$ cat src/rtl/pirl_pkg.sv
// Shared types and constants for the positional insert/remove list.
package pirl_pkg;

	localparam int CMD_W    = 2;
	localparam int POS_W    = 5;
	localparam int DATA_W   = 32;
	localparam int STAT_W   = 2;
	localparam int IDX_W    = 4;
	localparam int CNT_W    = 5;

	localparam int DUMP_LIMIT = 16;

	localparam logic [CMD_W-1:0] CMD_INSERT = 2'd0;
	localparam logic [CMD_W-1:0] CMD_REMOVE = 2'd1;
	localparam logic [CMD_W-1:0] CMD_DUMP   = 2'd2;
	localparam logic [CMD_W-1:0] CMD_CLEAR  = 2'd3;

	localparam logic [STAT_W-1:0] ST_OK    = 2'd0;
	localparam logic [STAT_W-1:0] ST_RANGE = 2'd1;
	localparam logic [STAT_W-1:0] ST_FULL  = 2'd2;
	localparam logic [STAT_W-1:0] ST_EMPTY = 2'd3;

	typedef logic [1:0] cell_op_t;

	localparam cell_op_t OP_HOLD = 2'd0;
	localparam cell_op_t OP_INS  = 2'd1;
	localparam cell_op_t OP_REM  = 2'd2;
	localparam cell_op_t OP_ROT  = 2'd3;

	typedef struct packed {
		cell_op_t           op;
		logic [POS_W-1:0]   pos;
	} cell_ctl_t;

endpackage

$ cat src/rtl/positional_insert_remove_list.sv
// Positional insert/remove list: one slot per entry in a chain, each slot
// compares its own index with the command position, so insert, remove and
// clear complete in parallel across the slots and the next command can follow
// as soon as the result register has room. A dump rotates the occupied slots
// through the head once, one slot per cycle, waiting for room in the result
// register while it sends: it holds off new commands until the rotation is
// done and sends at most 16 entries, the final one marked last. A dump of an
// empty list, and every other command, gives exactly one result.
module positional_insert_remove_list import pirl_pkg::*; #(
	parameter int CAPACITY = 16
) (
	input  logic                     clk,
	input  logic                     arst_n,
	input  logic                     cmd_valid,
	output logic                     cmd_stall,
	input  logic [CMD_W-1:0]         command,
	input  logic [POS_W-1:0]         position,
	input  logic signed [DATA_W-1:0] value,
	output logic                     res_valid,
	input  logic                     res_stall,
	output logic [STAT_W-1:0]        status,
	output logic signed [DATA_W-1:0] entry_value,
	output logic [IDX_W-1:0]         entry_index,
	output logic [CNT_W-1:0]         count,
	output logic                     last
);

	localparam int LW   = $clog2(CAPACITY + 1);
	localparam int CMPW = (LW > POS_W) ? LW : POS_W;
	localparam logic [CMPW-1:0] CAP_X  = CMPW'(CAPACITY);
	localparam logic [CMPW-1:0] LIM_X  = CMPW'(DUMP_LIMIT);
	localparam logic [CMPW-1:0] LIM1_X = CMPW'(DUMP_LIMIT - 1);

	logic [LW-1:0]            fill_q;
	logic [LW-1:0]            fill_d;
	logic                     dump_q;
	logic [LW-1:0]            step_q;
	logic                     res_valid_q;
	logic [STAT_W-1:0]        status_q;
	logic signed [DATA_W-1:0] entry_value_q;
	logic [IDX_W-1:0]         entry_index_q;
	logic [CNT_W-1:0]         count_q;
	logic                     last_q;

	logic                     space;
	logic                     accept;
	logic                     start_dump;
	logic                     silent;
	logic                     adv;
	logic                     emit;
	logic                     dump_last;
	logic [STAT_W-1:0]        res_st;
	logic [CMPW-1:0]          fill_x;
	logic [CMPW-1:0]          pos_x;
	logic [CMPW-1:0]          step_x;
	cell_ctl_t                ctl;

	logic signed [DATA_W-1:0] cell_val [CAPACITY];

	assign fill_x = CMPW'(fill_q);
	assign pos_x  = CMPW'(position);
	assign step_x = CMPW'(step_q);

	assign space     = !res_valid_q || !res_stall;
	assign cmd_stall = dump_q || !space;
	assign accept    = cmd_valid && !cmd_stall;

	assign silent    = step_x >= LIM_X;
	assign adv       = dump_q && (silent || space);
	assign emit      = adv && !silent;
	assign dump_last = (LW'(step_q + 1'b1) == fill_q) || (step_x == LIM1_X);

	always_comb begin
		res_st     = ST_OK;
		fill_d     = fill_q;
		start_dump = 1'b0;
		ctl.op     = OP_HOLD;
		ctl.pos    = position;
		if (accept) begin
			case (command)
				CMD_INSERT: begin
					if (pos_x > fill_x) begin
						res_st = ST_RANGE;
					end else if (fill_x == CAP_X) begin
						res_st = ST_FULL;
					end else begin
						ctl.op = OP_INS;
						fill_d = LW'(fill_q + 1'b1);
					end
				end
				CMD_REMOVE: begin
					if (pos_x >= fill_x) begin
						res_st = ST_RANGE;
					end else begin
						ctl.op = OP_REM;
						fill_d = LW'(fill_q - 1'b1);
					end
				end
				CMD_CLEAR: begin
					fill_d = '0;
				end
				CMD_DUMP: begin
					if (fill_q == '0) begin
						res_st = ST_EMPTY;
					end else begin
						start_dump = 1'b1;
					end
				end
				default: begin
				end
			endcase
		end else if (adv) begin
			ctl.op = OP_ROT;
		end
	end

	for (genvar g = 0; g < CAPACITY; g++) begin : g_cell
		logic signed [DATA_W-1:0] left_v;
		logic signed [DATA_W-1:0] right_v;

		if (g == 0) begin : g_first
			assign left_v = value;
		end else begin : g_mid_l
			assign left_v = cell_val[g-1];
		end

		if (g == CAPACITY - 1) begin : g_end
			assign right_v = cell_val[g];
		end else begin : g_mid_r
			assign right_v = cell_val[g+1];
		end

		pirl_cell #(
			.IDX  (g),
			.LW   (LW),
			.CMPW (CMPW)
		) u_cell (
			.clk     (clk),
			.ctl     (ctl),
			.fill    (fill_q),
			.left    (left_v),
			.right   (right_v),
			.head    (cell_val[0]),
			.ins_val (value),
			.data    (cell_val[g])
		);
	end

	always_ff @(posedge clk or negedge arst_n) begin
		if (!arst_n) begin
			fill_q      <= '0;
			dump_q      <= 1'b0;
			step_q      <= '0;
			res_valid_q <= 1'b0;
		end else begin
			fill_q <= fill_d;
			if (start_dump) begin
				dump_q <= 1'b1;
				step_q <= '0;
			end else if (adv) begin
				step_q <= LW'(step_q + 1'b1);
				if (step_q == LW'(fill_q - 1'b1)) begin
					dump_q <= 1'b0;
				end
			end
			if ((accept && !start_dump) || emit) begin
				res_valid_q <= 1'b1;
			end else if (!res_stall) begin
				res_valid_q <= 1'b0;
			end
		end
	end

	always_ff @(posedge clk) begin
		if (accept && !start_dump) begin
			status_q      <= res_st;
			entry_value_q <= '0;
			entry_index_q <= '0;
			count_q       <= CNT_W'(fill_d);
			last_q        <= 1'b1;
		end else if (emit) begin
			status_q      <= ST_OK;
			entry_value_q <= cell_val[0];
			entry_index_q <= IDX_W'(step_q);
			count_q       <= CNT_W'(fill_q);
			last_q        <= dump_last;
		end
	end

	assign res_valid   = res_valid_q;
	assign status      = status_q;
	assign entry_value = entry_value_q;
	assign entry_index = entry_index_q;
	assign count       = count_q;
	assign last        = last_q;

endmodule

$ cat src/rtl/pirl_cell.sv
// One list slot: holds an entry and takes its neighbor's on shift or rotate.
module pirl_cell import pirl_pkg::*; #(
	parameter int IDX  = 0,
	parameter int LW   = 5,
	parameter int CMPW = 5
) (
	input  logic                     clk,
	input  cell_ctl_t                ctl,
	input  logic [LW-1:0]            fill,
	input  logic signed [DATA_W-1:0] left,
	input  logic signed [DATA_W-1:0] right,
	input  logic signed [DATA_W-1:0] head,
	input  logic signed [DATA_W-1:0] ins_val,
	output logic signed [DATA_W-1:0] data
);

	localparam logic [CMPW-1:0] IDX_X  = CMPW'(IDX);
	localparam logic [CMPW-1:0] IDX1_X = CMPW'(IDX + 1);

	logic signed [DATA_W-1:0] data_q;
	logic [CMPW-1:0]          pos_x;
	logic [CMPW-1:0]          fill_x;

	assign pos_x  = CMPW'(ctl.pos);
	assign fill_x = CMPW'(fill);
	assign data   = data_q;

	always_ff @(posedge clk) begin
		case (ctl.op)
			OP_INS: begin
				if (IDX_X > pos_x) begin
					data_q <= left;
				end else if (IDX_X == pos_x) begin
					data_q <= ins_val;
				end
			end
			OP_REM: begin
				if (IDX_X >= pos_x) begin
					data_q <= right;
				end
			end
			OP_ROT: begin
				data_q <= (IDX1_X == fill_x) ? head : right;
			end
			default: begin
			end
		endcase
	end

endmodule

$ cat config.mk
export PLATFORM = sky130hd
export DESIGN_NAME = positional_insert_remove_list
export DESIGN_NICKNAME = d
export VERILOG_FILES = /design/src/rtl/pirl_pkg.sv /design/src/rtl/positional_insert_remove_list.sv /design/src/rtl/pirl_cell.sv
export SDC_FILE = /design/constraint.sdc
export NUM_CORES = 2
export LEC_CHECK = 0
export ABC_AREA = 0
export BUFFER_PORTS_ARGS = -buffer_cell sky130_fd_sc_hd__clkbuf_2
export CORE_UTILIZATION = 35
export DETAILED_ROUTE_END_ITERATION = 8
export PLACE_DENSITY = 0.63
export SLEW_MARGIN = 20
export SYNTH_ARGS = -nofsm -noshare
export SYNTH_HDL_FRONTEND = slang
export SYNTH_SLANG_ARGS = --single-unit
$ cat constraint.sdc
create_clock -name clk -period 4.4 [get_ports clk]
set_input_delay 0.22 -clock clk [delete_from_list [all_inputs] [get_ports clk]]
set_output_delay 0.22 -clock clk [all_outputs]
set_load 0.01 [all_outputs]
* Word-level counts from Yosys, hierarchy flattened
Cells that the tools add are included.
** Word-level totals
- Register bits :: 568
- Output and inout bits :: 46
- Word-level logic and storage cells :: 287
** Cells by class
- $add $sub $neg :: 3
- Order comparisons :: 34
- Equal/unequal tests :: 75
- Muxes and demuxes :: 110
- Reduce and logical (&&, ||, !) cells :: 40
** Operator list (count)
- 2-to-1 mux 32 bit :: 63
- case mux 32 bit (3 select lines) :: 15
- == test 4 x 5 -> 1 bit, first input constant :: 16
- case mux 32 bit (2 select lines) :: 1
- inequality test 3 x 1 -> 1 bit, second input constant :: 16
- AND reduction 3 bit :: 15
- == test 3 x 5 -> 1 bit, first input constant :: 8
- greater-than comparator 4 x 5 -> 1 bit, first input constant :: 8
- 2-to-1 mux 5 bit :: 8
- >= comparator 4 x 5 -> 1 bit, first input constant :: 7
- inequality test 2 x 1 -> 1 bit, second input constant :: 17
- == test 2 x 5 -> 1 bit, first input constant :: 4
- >= comparator 3 x 5 -> 1 bit, first input constant :: 4
- greater-than comparator 3 x 5 -> 1 bit, first input constant :: 4
- 2-to-1 mux 2 bit :: 9
- case mux 5 bit (3 select lines) :: 1
- 2-to-1 mux 1 bit :: 11
- adder 5 x 1 -> 5 bit, second input constant :: 2
- == test 1 x 5 -> 1 bit, first input constant :: 2
- == test 5 bit :: 2
- >= comparator 1 x 5 -> 1 bit, first input constant :: 2
- >= comparator 2 x 5 -> 1 bit, first input constant :: 2
- greater-than comparator 1 x 5 -> 1 bit, first input constant :: 2
- greater-than comparator 2 x 5 -> 1 bit, first input constant :: 2
- other kinds (21) :: 41

* Longest topological paths before layout
- Word-level depth :: 11
- Depth in mapped cells :: 12

* Hierarchy
A second synthesis with hierarchy kept.
** Second synthesis, totals
- Cell total of the unflattened synthesis :: 4039
- Area total of the unflattened synthesis :: 42321.8 um2
** Modules (own cells, without submodules)
- pirl_cell at g_cell[5].u_cell :: times used 1, cells each 271, area an instance 2987.9 um2, sequential area each 960.9 um2
- pirl_cell at g_cell[13].u_cell :: times used 1, cells each 270, area an instance 2966.6 um2, sequential area each 960.9 um2
- pirl_cell at g_cell[10].u_cell :: times used 1, cells each 271, area an instance 2919.0 um2, sequential area each 960.9 um2
- pirl_cell at g_cell[14].u_cell :: times used 1, cells each 266, area an instance 2737.6 um2, sequential area each 960.9 um2
- pirl_cell at g_cell[1].u_cell :: times used 1, cells each 270, area an instance 2711.4 um2, sequential area each 960.9 um2
- pirl_cell at g_cell[6].u_cell :: times used 1, cells each 220, area an instance 2675.1 um2, sequential area each 960.9 um2
- pirl_cell at g_cell[3].u_cell :: times used 1, cells each 266, area an instance 2558.7 um2, sequential area each 960.9 um2
- pirl_cell at g_cell[12].u_cell :: times used 1, cells each 221, area an instance 2553.7 um2, sequential area each 960.9 um2
- pirl_cell at g_cell[7].u_cell :: times used 1, cells each 266, area an instance 2543.7 um2, sequential area each 960.9 um2
- pirl_cell at g_cell[15].u_cell :: times used 1, cells each 266, area an instance 2537.4 um2, sequential area each 960.9 um2
- positional_insert_remove_list :: times used 1, cells each 238, area an instance 2516.2 um2, sequential area each 1251.2 um2
- pirl_cell at g_cell[4].u_cell :: times used 1, cells each 227, area an instance 2369.8 um2, sequential area each 960.9 um2
- pirl_cell at g_cell[9].u_cell :: times used 1, cells each 189, area an instance 2204.6 um2, sequential area each 960.9 um2
- pirl_cell at g_cell[8].u_cell :: times used 1, cells each 232, area an instance 2174.6 um2, sequential area each 960.9 um2
- 3 more rows

* Worst setup path after synthesis
OpenSTA, ideal clock, no wires.
- Path kind :: register to register
- Start :: register fill_q[1]
- End :: register g_cell[10].u_cell.data_q[0] (enable)
- Library setup time :: 466 ps
- Arrival :: 4265 ps
- Required time :: 3934 ps
- Slack :: -331 ps
- Stages on the path, launching flop included :: 10
- Path through :: dfrtp_1 inv_1 ha_1 nor2b_1 o31ai_4 a21o_1 buf_2 o2111ai_1 clkbuf_1 o21ai_0
** On the way
- Longest elaborated chain between the ends :: 8
- Elaborated cells between the ends (all ways) :: 15
- Those cells by class :: 2 x order compare; 6 x eq/ne; 5 x mux; 2 x reduce/logical
** RTL lines
- start: declaration :: line positional_insert_remove_list.sv:34 : logic [LW-1:0] fill_q;
- start signal: assignment :: line positional_insert_remove_list.sv:156 : fill_q <= fill_d;
- branches (longest 3 deep; another with greater-than comparator 5 bit)
- case mux 2 bit (2 select lines) (*) :: line positional_insert_remove_list.sv:80 : case (command)
- 2-to-1 mux 2 bit (*) :: line positional_insert_remove_list.sv:79 : if (accept) begin
- == test 2 x 1 -> 1 bit / == test 2 bit (equally long branches) :: line pirl_cell.sv:29 : case (ctl.op)
- inequality test 3 x 1 -> 1 bit (no line) (tied with other cells)
- AND reduction 3 bit (no line) (*)
- end signal: assignment :: line pirl_cell.sv:32 : data_q <= left;
- end signal: assignment :: line pirl_cell.sv:34 : data_q <= ins_val;
- end signal: assignment :: line pirl_cell.sv:39 : data_q <= right;
- end: declaration :: line pirl_cell.sv:20 : logic signed [DATA_W-1:0] data_q;
Mark *: on every way between the ends.
A chain may end at the register's enable or synchronous reset.

* Worst setup path after layout
- Start :: register fill_q[2]
- End :: register g_cell[0].u_cell.data_q[23], data pin
** On the way
- Longest elaborated chain between the ends :: 7
- Elaborated cells between the ends (all ways) :: 12
- Those cells by class :: 2 x order compare; 4 x eq/ne; 6 x mux
** RTL lines (line)
- branches (longest 3 deep; another with greater-than comparator 5 bit)
- case mux 2 bit (2 select lines) (*) :: positional_insert_remove_list.sv:80
- 2-to-1 mux 2 bit (*) :: positional_insert_remove_list.sv:79
- == test 2 bit / == test 2 x 1 -> 1 bit (equally long branches) :: pirl_cell.sv:29
- case mux 32 bit (3 select lines) (*) :: pirl_cell.sv:29
- end signal: assignment :: pirl_cell.sv:32
- end signal: assignment :: pirl_cell.sv:34
- end signal: assignment :: pirl_cell.sv:39
- end: declaration :: pirl_cell.sv:20
Marked as above.

==> flow_summary_export.csv <==
group,metric,value,unit
final_layout,drive_above_1_share,0.146,
route,first_pass_iters,9,
route,viasPerCell,6.27,
clocking,clockBufferDepth,3,
route,wl,106000,um
clocking,postCtsHoldBufs,2,
grt,grt_pass1_vias,23100,
timing,clock_skew,0.0262,ns
timing,worst_slew_pin_slew,1.11,ns
setup_path,start_kind,"flop",
pwr,vdd_drop_max,0.535,mV
synth,synth_area,30900,um^2
place,place.gp.congestion,0.875,
final_layout,multi_input_comb_area,13300,um^2
synth,synth_seq_area_share,0.538,
worst_hold_path,worst_hold_path_type,"input pin to asynchronous set/reset pin",
pwr,power.density,851,nW/um^2
timing,setup_violations,0,
setup_path,required,4.78,ns
floorplan,num_rows,108,
clocking,cts_setup_buffers,0,
place,placed_cells,3704,
route,vias,24000,
timing,slew_violations,0,
final_layout,final_cell_mix,"519 x edfxtp_1, 388 x mux2i_1, 317 x a22oi_1",
synth,syn_area_per_cell,11.5,um^2
timing,slew_headroom,0.262,
synth,synthDistinctLibCells,58,
synth,synthCells,2677,
synth,muxShareOfSynthArea,0.137,
clocking,clock-root-buffer,"clkbuf_16",
final_layout,layout_commonest_cell,"edfxtp_1",
timing,rsz0062_at_grt,"no",
final_layout,num-fill-cells,8332,
floorplan,dieArea,89400,um^2
synth,ys.flop_type,"edfxtp_1",
synth,synthSimpleGateAreaFrac,0.0456,
clocking,ctsHtreeMaxLevel,3,
clocking,insertion_delay,0.64,ns
timing,hold_viol_final,0,
route,drt_iter0_drc,3289,
setup_path,r2r_slack,0.86,ns
timing,period_share,0.804,
synth,ys_async_sr_fraction,0.0211,
status,outcome,"finished, final reports clean",
synth,synth_xor_area_frac,0.00397,
floorplan,die_x,299,um
place,detailedPlacementHpwl,62700,um
route,postRouteAntennaNets,0,
setup_path,worstPathArrival,3.91,ns
synth,synth_warnings,0,
timing,fin_crit,3.54,ns
synth,synth_seq_cells,568,
clocking,cts_buffers,68,
setup_path,reg2reg_from,"fill_q[2]$_DFF_PN0_",
clocking,cts.sinks,568,
grt,antenna_found_initial,2,
route,wl_per_cell,27.7,um
grt,grt_pass1_wl,155000,um
grt,grt_max_degree,84,
flow_run,cap_violations,0,
synth,synth_fa_ha_area_frac,0.00567,
route,drc,0,
final_layout,stdcell_count,3825,
setup_path,r2r_cells,10,
synth,synth_nets,2734,
setup_path,cp-end-kind,"flop",
synth,synth_edf_count,519,
setup_path,worstPathMaxFanout,39,
clocking,clk_pin_slew,0.06,ns
clocking,postCtsResizedCells,0,
floorplan,die_h,299,um
timing,fmax,283,MHz
final_layout,fin_nets,2679,
setup_path,critPathKind,"flop to flop",
setup_path,r2r_end,"g_cell[0].u_cell.data[23]$_DFFE_PP_",
synth,synth_top_family_by_area,"compound AO/OA/AOI/OAI gates",
final_layout,area_growth,13.3,%
floorplan,ios,89,
synth,synth_compound_area_frac,0.218,
pwr,leakage,12.3,nW
clocking,cts_tree,"done",
final_layout,utilization,0.402,
grt,grt.total_usage,0.231,
place,io_buffers,88,
final_layout,regArea,16600,um^2
floorplan,start_util,0.355,
grt,overflow,0,
floorplan,coreArea,87000,um^2
-- cells by family (layout without fill, tap and decap cells) --
| group | after synthesis | in the layout |
|---|---|---|
| adders and majority gates | 14 | 14 |
| DFF | 568 | 568 |
| muxes | 420 | 420 |
| and+or+nand+nor | 320 | 320 |
| AOI/OAI and AO/OA | 996 | 996 |
| other | 0 | 1 |
| buffers and inverters | 345 | 337 |
| xor gates and xnor gates | 14 | 14 |
-- how the worst max path moves through the flow --
| stage | start | end | slack, ns | depth (start not counted) |
|---|---|---|---|---|
| final | fill_q[2]$_DFF_PN0_ | g_cell[0].u_cell.data[23]$_DFFE_PP_ | 0.86 | 10 |
| after CTS | fill_q[2]$_DFF_PN0_ | g_cell[0].u_cell.data[23]$_DFFE_PP_ | 0.93 | 10 |
| after global routing | fill_q[4]$_DFF_PN0_ | g_cell[4].u_cell.data[22]$_DFFE_PP_ | 0.69 | 10 |
| after floorplan | fill_q[1]$_DFF_PN0_ | g_cell[10].u_cell.data[0]$_DFFE_PP_ | -0.33 | 9 |
| after detailed placement | position[4] | g_cell[0].u_cell.data[23]$_DFFE_PP_ | 0.85 | 9 |
| after global placement | position[4] | g_cell[0].u_cell.data[22]$_DFFE_PP_ | 0.86 | 9 |
-- synth_stat cells (6+ instances only) --
cell type  instances  share of area
mux2_2            32          0.012
nand2_1          173          0.021
a22o_1            36          0.010
and2_1            33         0.0067
buf_1             33         0.0040
nand3_1           10         0.0016
a22oi_1          317          0.077
buf_2             65          0.011
xor2_1             6         0.0017
inv_1             23         0.0028
ha_1              14         0.0057
a21oi_1           75          0.012
clkbuf_1         191          0.023
a221o_1          131          0.042
edfxtp_1         519           0.50
o21ai_0          320          0.052
mux2i_1          388           0.13
dfxtp_1           37          0.024
buf_6             15         0.0055
o21ai_1           74          0.012
dfrtp_1           12         0.0097
xnor2_1            8         0.0023
nor2_1            60         0.0073
buf_4             18         0.0044
nor3_1            14         0.0023
-- metal layers --
metal | vias to the layer above | GRT usage | share of wire
met5 | - | 0 | 0.00059
met4 | 2 | 0.0980 | 0.045
met3 | 291 | 0.0411 | 0.089
met2 | 1249 | 0.364 | 0.45
met1 | 12100 | 0.314 | 0.41
li1 | 10300 | - | -
-- layout make-up --
cell class                      count  share of cell area
Tap cell                         1155              0.0413
Clock buffer                       89              0.0523
Inverter                           23             0.00247
Clock inverter                     28             0.00719
Antenna cell                        1           0.0000715
Sequential cell                   568               0.475
Timing Repair Buffer              197              0.0417
Multi-Input combinational cell   1764               0.380
-- critical path, cell delays in order, from the launching register on --
cell,delay (ns)
dfrtp_1,0.58
inv_1,0.15
ha_1,0.31
o211a_1,0.26
o31ai_4,0.08
nand3_4,0.29
buf_4,0.32
o21ai_4,0.17
buf_4,0.28
buf_4,0.42
mux2_2,0.38
-- sequential cells by signal, summed over array words and instances (netlist names) --
register,cells
g_cell.u_cell.data,512
entry_value,32
count,5
fill_q,5
step_q,5
entry_index,4
status,2
dump_q,1
last,1
res_valid,1
-- per-stage QoR --
step	hold WS (ns)	total power (W)	setup TNS (ns)	worst slack, ns	area [um^2]
floorplan	-0.0756	0.0193	-133.75	-0.331	30900
global placement	0.143	0.0239	0	0.861	32900
CTS	0.00726	0.0297	0	0.927	35000
finish	0.0248	0.0298	0	0.863	35000
detailed placement	0.140	0.0241	0	0.854	32900
global route	0.0313	0.0312	0	0.692	35000
-- power by group --
part | switching, W | internal (W) | total, W
sequential | 0.00232 | 0.0103 | 0.0127
clock | 0.00238 | 0.00307 | 0.00545
combinational | 0.00759 | 0.00408 | 0.0117
(Power assumes the default switching activity.)
